===== config.mk =====
export PLATFORM = sky130hd
export DESIGN_NAME = unique_id_bitmap_allocator_core
export DESIGN_NICKNAME = d
export VERILOG_FILES = /design/src/rtl/uida_pkg.sv /design/src/rtl/unique_id_bitmap_allocator_core.sv
export VERILOG_INCLUDE_DIRS = /design/src /design/src/rtl
export SDC_FILE = /design/constraint.sdc
export NUM_CORES = 2
export LEC_CHECK = 0
export BUFFER_PORTS_ARGS = -buffer_cell sky130_fd_sc_hd__buf_2
export CORE_ASPECT_RATIO = 0.8
export CORE_UTILIZATION = 29
export CTS_CLUSTER_DIAMETER = 150
export DETAILED_ROUTE_END_ITERATION = 6
export GPL_TIMING_DRIVEN = 0
export MAX_ROUTING_LAYER = met4
export PLACE_DENSITY = 0.47
export SYNTH_ARGS = -nofsm -noshare
export SYNTH_HDL_FRONTEND = slang
export SYNTH_SLANG_ARGS = --single-unit

===== constraint.sdc =====
create_clock -name clock -period 6.6 [get_ports clock]
set_input_delay 0 -clock clock [delete_from_list [all_inputs] [get_ports clock]]
set_output_delay 0 -clock clock [all_outputs]
set_load 0.03 [all_outputs]

===== src/rtl/assert_macros.svh =====
// ----------------------------------------------------------------------------
// Assertion macros shared by the RTL. All of them sample on the rising edge
// of clock and are disabled while reset is high.
// ----------------------------------------------------------------------------
`ifndef ASSERT_MACROS_SVH
`define ASSERT_MACROS_SVH

// Expression must hold at every clock edge.
`define ASSERT_ALWAYS(label, expr, msg) \
   label: assert property (@(posedge clock) disable iff (reset) (expr)) \
      else $error(msg);

// Consequent must hold in the same cycle as the antecedent.
`define ASSERT_IMPL(label, ante, cons, msg) \
   label: assert property (@(posedge clock) disable iff (reset) (ante) |-> (cons)) \
      else $error(msg);

// Consequent must hold in the cycle after the antecedent.
`define ASSERT_NEXT(label, ante, cons, msg) \
   label: assert property (@(posedge clock) disable iff (reset) (ante) |=> (cons)) \
      else $error(msg);

`endif


===== src/rtl/uida_pkg.sv =====
// ----------------------------------------------------------------------------
// uida_pkg
// Types, constants and helpers of the bitmap ID allocator.
// ----------------------------------------------------------------------------
package uida_pkg;

   // Number of usable slots and the word organization of the bitmap.
   localparam int SLOTS     = 1024;
   localparam int WORD_BITS = 32;
   localparam int WORD_CNT  = (SLOTS + WORD_BITS - 1) / WORD_BITS;
   localparam int WADDR_W   = (WORD_CNT > 1) ? $clog2(WORD_CNT) : 1;
   localparam int BIT_W     = $clog2(WORD_BITS);

   // Field widths.
   localparam int SLOT_W   = 11;
   localparam int ID_W     = 17;
   localparam int OFFS_W   = 16;
   localparam int MODE_W   = 2;
   localparam int OP_W     = 2;
   localparam int CSR_IDX_W  = 2;
   localparam int CSR_DATA_W = 16;

   // Operation codes.
   localparam logic [OP_W-1:0] OP_ALLOC = 2'd0;
   localparam logic [OP_W-1:0] OP_FREE  = 2'd1;
   localparam logic [OP_W-1:0] OP_CLEAR = 2'd2;
   localparam logic [OP_W-1:0] OP_NOP   = 2'd3;

   // Allocation modes; the unused code behaves as first-fit.
   localparam logic [MODE_W-1:0] MODE_NEXT_FIT  = 2'd0;
   localparam logic [MODE_W-1:0] MODE_COUNTER   = 2'd1;
   localparam logic [MODE_W-1:0] MODE_FIRST_FIT = 2'd2;

   // Configuration register indexes.
   localparam logic [CSR_IDX_W-1:0] CSR_ALLOC_MODE = 2'd0;
   localparam logic [CSR_IDX_W-1:0] CSR_LAST_SLOT  = 2'd1;
   localparam logic [CSR_IDX_W-1:0] CSR_ID_OFFSET  = 2'd2;

   typedef struct packed {
      logic [OP_W-1:0] op;
      logic [ID_W-1:0] free_id;
   } req_type;

   typedef struct packed {
      logic [ID_W-1:0]   issued_id;
      logic [SLOT_W-1:0] cursor;
   } rsp_type;

   // Slot s (from 1) lives at bit (s-1) of the bitmap.
   function automatic logic [WADDR_W-1:0] slot_word(input logic [SLOT_W-1:0] s);
      logic [SLOT_W-1:0] sm;
      sm = s - 1'b1;
      return sm[BIT_W +: WADDR_W];
   endfunction

   function automatic logic [BIT_W-1:0] slot_bit(input logic [SLOT_W-1:0] s);
      logic [SLOT_W-1:0] sm;
      sm = s - 1'b1;
      return sm[BIT_W-1:0];
   endfunction

endpackage


===== src/rtl/unique_id_bitmap_allocator_core.sv =====
// ----------------------------------------------------------------------------
// unique_id_bitmap_allocator_core
// Counter allocations, clears, ignored frees and no-ops answer in the cycle
// after acceptance; a free reads its word in ST_FREE_RD and writes it back in
// ST_FREE_WR; a search reads and checks one 32-bit word at a time, with a
// second pass when next-fit wraps. A new word is accepted in the result cycle.
// Reset clears the word valid bits at once, sets the cursor to 1 and loads the
// configuration defaults; no clearing pass is needed.
// ----------------------------------------------------------------------------
`include "assert_macros.svh"

module unique_id_bitmap_allocator_core
   import uida_pkg::*;
(
   input  logic                  clock,
   input  logic                  reset,
   input  logic                  start,
   output logic                  busy,
   input  req_type               req_data,
   output logic                  rsp_valid,
   output rsp_type               rsp_data,
   input  logic                  csr_valid,
   output logic                  csr_ready,
   input  logic [CSR_IDX_W-1:0]  csr_index,
   input  logic [CSR_DATA_W-1:0] csr_wdata
);

   typedef enum logic [1:0] {
      ST_IDLE,
      ST_SCAN,
      ST_FREE_RD,
      ST_FREE_WR
   } state_type;

   localparam logic [SLOT_W-1:0] SLOT_ONE = SLOT_W'(1);
   localparam logic [SLOT_W-1:0] SLOT_MAX = SLOT_W'(SLOTS);

   // Control state.
   state_type             state_ff, state_in;
   logic [MODE_W-1:0]     mode_ff, mode_in;
   logic [SLOT_W-1:0]     last_slot_ff, last_slot_in;
   logic [OFFS_W-1:0]     id_offset_ff, id_offset_in;
   logic [SLOT_W-1:0]     cursor_ff, cursor_in;
   logic [WORD_CNT-1:0]   word_vld_ff, word_vld_in;
   logic                  rsp_valid_ff, rsp_valid_in;
   logic                  chk_vld_ff, chk_vld_in;
   logic                  rd_more_ff, rd_more_in;

   // Search and free context.
   rsp_type               rsp_data_ff, rsp_data_in;
   logic [SLOT_W-1:0]     lo_ff, lo_in;
   logic [SLOT_W-1:0]     hi_ff, hi_in;
   logic [WADDR_W-1:0]    w_lo_ff, w_lo_in;
   logic [WADDR_W-1:0]    w_hi_ff, w_hi_in;
   logic [WADDR_W-1:0]    rd_ptr_ff, rd_ptr_in;
   logic [WADDR_W-1:0]    chk_idx_ff, chk_idx_in;
   logic                  pass_b_ff, pass_b_in;
   logic                  next_fit_ff, next_fit_in;
   logic [SLOT_W-1:0]     nf_start_ff, nf_start_in;
   logic [WADDR_W-1:0]    free_word_ff, free_word_in;
   logic [BIT_W-1:0]      free_bit_ff, free_bit_in;

   // Bitmap memory.
   logic [WORD_BITS-1:0]  bitmap_ff [WORD_CNT];
   logic [WORD_BITS-1:0]  rd_data_ff;
   logic                  rd_en, wr_en;
   logic [WADDR_W-1:0]    rd_addr, wr_addr;
   logic [WORD_BITS-1:0]  wr_data;

   // Derived values.
   logic [SLOT_W-1:0]     lim;
   logic                  lim_zero;
   logic [SLOT_W-1:0]     nf_start;
   logic [SLOT_W-1:0]     cnt_next;
   logic [SLOT_W-1:0]     cnt_wrap;
   logic [ID_W-1:0]       cnt_issued;
   logic [ID_W:0]         free_diff;
   logic                  free_in_range;
   logic [SLOT_W-1:0]     free_slot;
   logic [WORD_BITS-1:0]  chk_word;
   logic [WORD_BITS-1:0]  range_mask;
   logic [WORD_BITS-1:0]  free_vec;
   logic                  found;
   logic [BIT_W-1:0]      found_bit;
   logic [SLOT_W-1:0]     found_slot;
   logic                  last_word;
   logic [WORD_BITS-1:0]  free_word_data;

   assign lim      = (last_slot_ff > SLOT_MAX) ? SLOT_MAX : last_slot_ff;
   assign lim_zero = (lim == '0);
   assign nf_start = (cursor_ff > lim) ? SLOT_ONE : cursor_ff;
   assign cnt_next = cursor_ff + SLOT_ONE;
   assign cnt_wrap = (cnt_next > lim) ? SLOT_ONE : cnt_next;
   assign cnt_issued = ID_W'(cursor_ff) + ID_W'(id_offset_ff);

   // A borrow out of the subtraction means the ID lies below the offset.
   assign free_diff     = {1'b0, req_data.free_id} - (ID_W + 1)'(id_offset_ff);
   assign free_in_range = !free_diff[ID_W] && (free_diff[ID_W-1:0] != '0) &&
                          (free_diff[ID_W-1:0] <= ID_W'(lim));
   assign free_slot     = free_diff[SLOT_W-1:0];

   // Word under test: words never written since the last clear read as empty.
   always_comb begin
      chk_word   = word_vld_ff[chk_idx_ff] ? rd_data_ff : '0;
      range_mask = '1;
      if (chk_idx_ff == w_lo_ff) begin
         range_mask = range_mask & ({WORD_BITS{1'b1}} << slot_bit(lo_ff));
      end
      if (chk_idx_ff == w_hi_ff) begin
         range_mask = range_mask &
                      ({WORD_BITS{1'b1}} >> (BIT_W'(WORD_BITS - 1) - slot_bit(hi_ff)));
      end
      free_vec = ~chk_word & range_mask;
   end

   // Lowest free bit of the word.
   always_comb begin
      found     = |free_vec;
      found_bit = '0;
      for (int i = WORD_BITS - 1; i >= 0; i--) begin
         if (free_vec[i]) begin
            found_bit = BIT_W'(i);
         end
      end
   end

   assign found_slot = SLOT_W'({chk_idx_ff, found_bit}) + SLOT_ONE;
   assign last_word  = (chk_idx_ff == w_hi_ff);
   assign free_word_data = (word_vld_ff[free_word_ff] ? rd_data_ff : '0) &
                           ~(WORD_BITS'(1) << free_bit_ff);

   always_comb begin
      state_in     = state_ff;
      mode_in      = mode_ff;
      last_slot_in = last_slot_ff;
      id_offset_in = id_offset_ff;
      cursor_in    = cursor_ff;
      word_vld_in  = word_vld_ff;
      rsp_valid_in = 1'b0;
      chk_vld_in   = 1'b0;
      rd_more_in   = rd_more_ff;
      rsp_data_in  = rsp_data_ff;
      lo_in        = lo_ff;
      hi_in        = hi_ff;
      w_lo_in      = w_lo_ff;
      w_hi_in      = w_hi_ff;
      rd_ptr_in    = rd_ptr_ff;
      chk_idx_in   = chk_idx_ff;
      pass_b_in    = pass_b_ff;
      next_fit_in  = next_fit_ff;
      nf_start_in  = nf_start_ff;
      free_word_in = free_word_ff;
      free_bit_in  = free_bit_ff;
      rd_en        = 1'b0;
      rd_addr      = rd_ptr_ff;
      wr_en        = 1'b0;
      wr_addr      = chk_idx_ff;
      wr_data      = chk_word | (WORD_BITS'(1) << found_bit);

      if (csr_valid) begin
         unique case (csr_index)
            CSR_ALLOC_MODE: mode_in      = csr_wdata[MODE_W-1:0];
            CSR_LAST_SLOT:  last_slot_in = csr_wdata[SLOT_W-1:0];
            CSR_ID_OFFSET:  id_offset_in = csr_wdata[OFFS_W-1:0];
            default: ;
         endcase
      end

      unique case (state_ff)
         ST_IDLE: begin
            if (start) begin
               rsp_data_in.issued_id = '0;
               unique case (req_data.op)
                  OP_ALLOC: begin
                     if (mode_ff == MODE_COUNTER) begin
                        rsp_data_in.issued_id = cnt_issued;
                        cursor_in    = cnt_wrap;
                        rsp_valid_in = 1'b1;
                     end else if (lim_zero) begin
                        rsp_valid_in = 1'b1;
                     end else begin
                        next_fit_in = (mode_ff == MODE_NEXT_FIT);
                        lo_in       = (mode_ff == MODE_NEXT_FIT) ? nf_start : SLOT_ONE;
                        hi_in       = lim;
                        nf_start_in = nf_start;
                        pass_b_in   = (mode_ff == MODE_NEXT_FIT) && (nf_start != SLOT_ONE);
                        w_lo_in     = slot_word(lo_in);
                        w_hi_in     = slot_word(lim);
                        rd_ptr_in   = w_lo_in;
                        rd_more_in  = 1'b1;
                        state_in    = ST_SCAN;
                     end
                  end
                  OP_FREE: begin
                     if ((mode_ff != MODE_COUNTER) && free_in_range) begin
                        free_word_in = slot_word(free_slot);
                        free_bit_in  = slot_bit(free_slot);
                        state_in     = ST_FREE_RD;
                     end else begin
                        rsp_valid_in = 1'b1;
                     end
                  end
                  OP_CLEAR: begin
                     word_vld_in  = '0;
                     cursor_in    = SLOT_ONE;
                     rsp_valid_in = 1'b1;
                  end
                  default: begin
                     rsp_valid_in = 1'b1;
                  end
               endcase
            end
         end

         ST_SCAN: begin
            // Reads stream one word a cycle; each word is checked in the cycle after its read.
            if (rd_more_ff) begin
               rd_en      = 1'b1;
               chk_vld_in = 1'b1;
               chk_idx_in = rd_ptr_ff;
               rd_ptr_in  = rd_ptr_ff + 1'b1;
               rd_more_in = (rd_ptr_ff != w_hi_ff);
            end
            if (chk_vld_ff) begin
               if (found) begin
                  wr_en                 = 1'b1;
                  word_vld_in[chk_idx_ff] = 1'b1;
                  rsp_data_in.issued_id = ID_W'(found_slot) + ID_W'(id_offset_ff);
                  if (next_fit_ff) begin
                     cursor_in = found_slot + SLOT_ONE;
                  end
                  chk_vld_in   = 1'b0;
                  rd_more_in   = 1'b0;
                  rsp_valid_in = 1'b1;
                  state_in     = ST_IDLE;
               end else if (last_word) begin
                  if (pass_b_ff) begin
                     // Wrap around and scan the slots below the start point.
                     lo_in      = SLOT_ONE;
                     hi_in      = nf_start_ff - SLOT_ONE;
                     w_lo_in    = '0;
                     w_hi_in    = slot_word(nf_start_ff - SLOT_ONE);
                     rd_ptr_in  = '0;
                     rd_more_in = 1'b1;
                     pass_b_in  = 1'b0;
                  end else begin
                     rsp_data_in.issued_id = '0;
                     if (next_fit_ff) begin
                        cursor_in = (nf_start_ff == SLOT_ONE) ? (lim + SLOT_ONE)
                                                              : nf_start_ff;
                     end
                     rd_more_in   = 1'b0;
                     rsp_valid_in = 1'b1;
                     state_in     = ST_IDLE;
                  end
               end
            end
         end

         ST_FREE_RD: begin
            rd_en    = 1'b1;
            rd_addr  = free_word_ff;
            state_in = ST_FREE_WR;
         end

         ST_FREE_WR: begin
            wr_en                     = 1'b1;
            wr_addr                   = free_word_ff;
            wr_data                   = free_word_data;
            word_vld_in[free_word_ff] = 1'b1;
            rsp_valid_in              = 1'b1;
            state_in                  = ST_IDLE;
         end

         default: begin
            state_in = ST_IDLE;
         end
      endcase

      rsp_data_in.cursor = cursor_in;
   end

   always_ff @(posedge clock) begin
      if (reset) begin
         state_ff     <= ST_IDLE;
         mode_ff      <= MODE_FIRST_FIT;
         last_slot_ff <= SLOT_ONE;
         id_offset_ff <= '0;
         cursor_ff    <= SLOT_ONE;
         word_vld_ff  <= '0;
         rsp_valid_ff <= 1'b0;
         chk_vld_ff   <= 1'b0;
         rd_more_ff   <= 1'b0;
      end else begin
         state_ff     <= state_in;
         mode_ff      <= mode_in;
         last_slot_ff <= last_slot_in;
         id_offset_ff <= id_offset_in;
         cursor_ff    <= cursor_in;
         word_vld_ff  <= word_vld_in;
         rsp_valid_ff <= rsp_valid_in;
         chk_vld_ff   <= chk_vld_in;
         rd_more_ff   <= rd_more_in;
      end
      rsp_data_ff  <= rsp_data_in;
      lo_ff        <= lo_in;
      hi_ff        <= hi_in;
      w_lo_ff      <= w_lo_in;
      w_hi_ff      <= w_hi_in;
      rd_ptr_ff    <= rd_ptr_in;
      chk_idx_ff   <= chk_idx_in;
      pass_b_ff    <= pass_b_in;
      next_fit_ff  <= next_fit_in;
      nf_start_ff  <= nf_start_in;
      free_word_ff <= free_word_in;
      free_bit_ff  <= free_bit_in;
   end

   always_ff @(posedge clock) begin
      if (wr_en) begin
         bitmap_ff[wr_addr] <= wr_data;
      end
      if (rd_en) begin
         rd_data_ff <= bitmap_ff[rd_addr];
      end
   end

   assign busy      = (state_ff != ST_IDLE);
   assign rsp_valid = rsp_valid_ff;
   assign rsp_data  = rsp_data_ff;
   assign csr_ready = 1'b1;

   `ASSERT_IMPL(a_rsp_when_idle, rsp_valid, !busy, "result word while still busy")
   `ASSERT_NEXT(a_accept_progress, start && !busy, busy || rsp_valid, "accepted word dropped")
   `ASSERT_ALWAYS(a_cursor_range, (cursor_ff != '0) && (cursor_ff <= SLOT_MAX + SLOT_ONE), "cursor out of range")
   `ASSERT_IMPL(a_check_in_scan, chk_vld_ff, state_ff == ST_SCAN, "word check outside a search")

endmodule


==> impl_metrics.toml <==
[run_status]
status = "complete, but fails checks"
violations = "max-capacitance violations"

[setup_path]
timing.critical_path.mode_cell = "sky130_fd_sc_hd__buf_2"
buffers_plus_inverters_on_the_worst_setup_path = 4
timing.critical_path.cells = "inv_1 -> ha_2 -> xnor2_4 -> nand4_1 -> nor2_2 -> a32o_1 -> o22ai_1 -> or4_1 -> nor3_2 -> buf_2 -> and3_1 -> buf_2 -> nor2_1 -> a32oi_2 -> nor2_4 -> buf_16"
worst_path_max_delay_cell = "sky130_fd_sc_hd__a32oi_2"
timing.critical_path.required_ns = 7.11
endpoint_kind = "register"
delay_contributed_by_the_slowest_stage_of_the_critical_path_ns = 1.13
timing.critical_path.max_delay_family = "simple AND/OR/NAND/NOR gates"
worstPathArrival_ns = 6.96
crit_path_max_fanout = 17
worstSetupPathType = "register to register"
worst_setup_path_start_kind = "register"

[route]
drt.antenna.violating_nets = 0
met3WireLength_microns = 13500
drt-wirelength-per-cell_microns = 26.4
route.vias.total = 35033
drt_pre_antenna_iters = 6
met1_wirelength_microns = 83300
wl_microns = 176000
wl_met2_microns = 75200
drc = 0
drt-vias-per-instance = 5.24
dr.first_iter.drc_count = 4083
highest_layer = "met4"

[clock_network]
clock_tree_from_tritoncts = "done"
worstSkewPairLatency_ns = 0.80
clk_path_buf_depth = 3
cts.sink_count = 1214
cts_inserted_buffers = 130
cts_root_buffer = "sky130_fd_sc_hd__clkbuf_16"
worst_setup_hold_path_clk_slew_ns = 0.06
htree_depth = 4

[layout]
design.final.nets = 4211
final_cell_area_sq_um = 66100
post_layout_util_pct = 35.6
layout-area-overhead-vs-synth_pct = 21.1
drive_above_1_share_pct = 21.5

[die]
io_pins = 72
fp.dieW_microns = 487
placement_rows = 141
floorplan.die_area_sq_um = 190000
starting_density_of_the_core_pct = 29.4
fp.dieH_microns = 390
core-area_sq_um = 186000

[synth]
yosys.area_share.adder_pct = 2.34
netlist_instances = 3696
seq_area_frac_synth_pct = 65.2
synth.avg_cell_area_sq_um = 14.8
yosysWarnings = 0
yosysTopAreaCell = "sky130_fd_sc_hd__edfxtp_1"
postSynthRegisterBits = 1214
synth_common_cells = "sky130_fd_sc_hd__edfxtp_1 (1,126), sky130_fd_sc_hd__nand2_1 (456), sky130_fd_sc_hd__mux4_2 (274), sky130_fd_sc_hd__nand3_1 (200), sky130_fd_sc_hd__nor2_1 (183)"
combinational_family_with_the_most_area_after_synthesis = "multiplexers"
syn_area_sq_um = 54500
synthDistinctLibCells = 116
synth-xor-area-share_pct = 1.65
synth_top_flop_cell = "sky130_fd_sc_hd__edfxtp_1"
synth_async_sr_flop_share_pct = 0
synth_compound_gate_area_share_pct = 7.39
yosys-top-cells-area = "sky130_fd_sc_hd__edfxtp_1 (62%), sky130_fd_sc_hd__mux4_2 (11%), sky130_fd_sc_hd__dfxtp_1 (3.2%), sky130_fd_sc_hd__nand2_1 (3.1%), sky130_fd_sc_hd__ha_1 (2.2%)"
edff_count_synth = 1126
netlist.area_leader.share_pct = 62.0
synth.most_common_cell = "sky130_fd_sc_hd__edfxtp_1"
postSynthNetCount = 3837
synth_simple_gate_area_share_pct = 9.47
yosys-mux-area-fraction_pct = 11.8

[placed_design]
final_replace_weighted_congestion = 0.948
dp_worst_setup_slack_ns = -1.70
place_hpwl_microns = 128000
placement.io_buffers = 70
placement.cell_area_sq_um = 60300

[timing]
rsz_0062_raised_after_global_routing = "yes"
final_hold_violation_count = 0
slew_viols_final = 0
tightest_slew_ns = 1.49
post-route-min-period_ns = 6.45
timing.final.setup_violations = 0
fmax_mhz = 155
timing.max_slew.rel_slack_pct = 0.641
layout_worst_path_cycle_share_pct = 97.7
final.setup.worst_slack_ns = 0.149
setup_clock_skew_after_layout_ns = 0.0561

[pwr]
static_leakage_power_nw = 19.9
power_share_of_the_sequential_group_pct = 42.3
power.combinational.fraction_pct = 22.9
internal_power_mw = 14.0
max-vdd-ir-drop_v = 0.000221
clk_network_pwr_share_pct = 34.8
power_switching_share_pct = 32.0
p_switching_mw = 6.58
power_density_nw_per_um2 = 312

[grt]
grt_first_pass_wirelength_microns = 252000
groute.usage.overall_pct = 18.9
pin_count_of_the_biggest_net_entering_global_routing = 33
globalRoute.totalOverflow = 0
initial_antenna_violation_count = 7
first_global_vias = 34251

[flow_run]
max_cap_viol_count = 1

[worst_hold_path]
hold_path.class = "primary input to register"
state kept, by name, indices dropped and copies added, names as in the netlist, 5 cells and up:
name / flops
bitmap_ff: 1024
chk_idx_ff: 5
cursor_ff: 11
free_bit_ff: 5
free_word_ff: 5
hi_ff: 5
id_offset_ff: 16
last_slot_ff: 11
lo_ff: 5
nf_start_ff: 11
rd_data_ff: 32
rd_ptr_ff: 5
rsp_data: 28
w_hi_ff: 5
w_lo_ff: 5
word_vld_ff: 32
metal layers:
layer / up-vias / track usage (%)
met1: 18204 / 27.8
met5: - / -
met4: 0 / 4.91
met2: 1352 / 26.6
met3: 239 / 3.63
li1: 15238 / -
cell usage in the layout, fill, tap and decap left out, drive strengths merged, types with 33 or more instances in the layout:
cell,n
edfxtp,1126
nand2,458
mux4,274
buf,271
clkbuf,268
nand3,205
nor2,184
a21oi,150
o21ai,141
inv,102
ha,97
dfxtp,88
clkinv,71
xnor2,65
o22ai,59
dlygate4sd3,50
nor3,45
nor2b,33
worst reg2reg max path, delay by kind of cell, from the launching register on:
family,cells,cell delay (ns)
flip-flops,1,0.44
XOR/XNOR,1,0.36
adder cells (fa/ha/maj),1,0.26
AND/OR/NAND/NOR,7,2.41
buffers and inverters,4,1.01
AO/OA/AOI/OAI,3,1.70
power by group through the flow:
stage | Sequential (mW) | Combinational (mW) | Clock [mW]
after global placement | 8.87 | 4.49 | 0
after detailed placement | 8.86 | 4.60 | 0
after floorplan | 8.93 | 2.65 | 0
after global routing | 8.71 | 5.02 | 7.60
after CTS | 8.70 | 4.67 | 7.31
final | 8.70 | 4.71 | 7.17
worst paths after layout:
check	depth (start not counted)	start	slack, ns	to
hold / removal	4	csr_wdata[13]	0.07	id_offset_ff[13]$_SDFFE_PP0P_
hold reg to reg	2	id_offset_ff[15]$_SDFFE_PP0P_	0.48	id_offset_ff[15]$_SDFFE_PP0P_
setup reg to reg	16	hi_ff[0]$_DFFE_PP_	0.15	bitmap_ff[13][3]$_DFFE_PP_
setup / recovery	16	hi_ff[0]$_DFFE_PP_	0.15	bitmap_ff[13][3]$_DFFE_PP_
layout make-up:
class | count | area (sq um)
clock buffer | 158 | 3380
antenna | 5 | 12.5
inverter | 100 | 382
fill | 17749 | 120000
multi-input combinational | 2193 | 19100
timing repair buffer | 242 | 2890
sequential | 1214 | 35600
buffer | 189 | 850
tap | 2502 | 3130
clock inverter | 79 | 773
repair_timing:
action / in CTS / in global routing
hold buffers: 50 / 0
endpoints found under the setup margin: 57 / 348
pin swaps: 26 / 39
gates cloned: 0 / 1
setup buffers: 22 / 32
hold endpoints to repair: 58 / 0
resized for setup: 71 / 61
metrics by stage:
step	power, mW	setup TNS, ns	hold WS (ns)	instances
6_report	20.6	0	0.0669	6682
5_1_grt	21.3	-0.114	0.0412	6678
2_1_floorplan	11.6	0	0.124	3696
3_5_place_dp	13.5	-13.55	0.251	6335
4_1_cts	20.7	0	0.00102	6644
3_3_place_gp	13.4	-3087.69	0.255	6268
kinds of logic (layout without fill, tap and decap cells):
family | Yosys count | after routing
AO/OA/AOI/OAI | 606 | 606
XOR/XNOR | 93 | 93
adder cells (fa/ha/maj) | 100 | 100
buffers and inverters | 289 | 768
flip-flops | 1214 | 1214
multiplexers | 299 | 299
other | 1 | 6
AND/OR/NAND/NOR | 1094 | 1094
No activity file was read; power rests on OpenSTA's default activity.
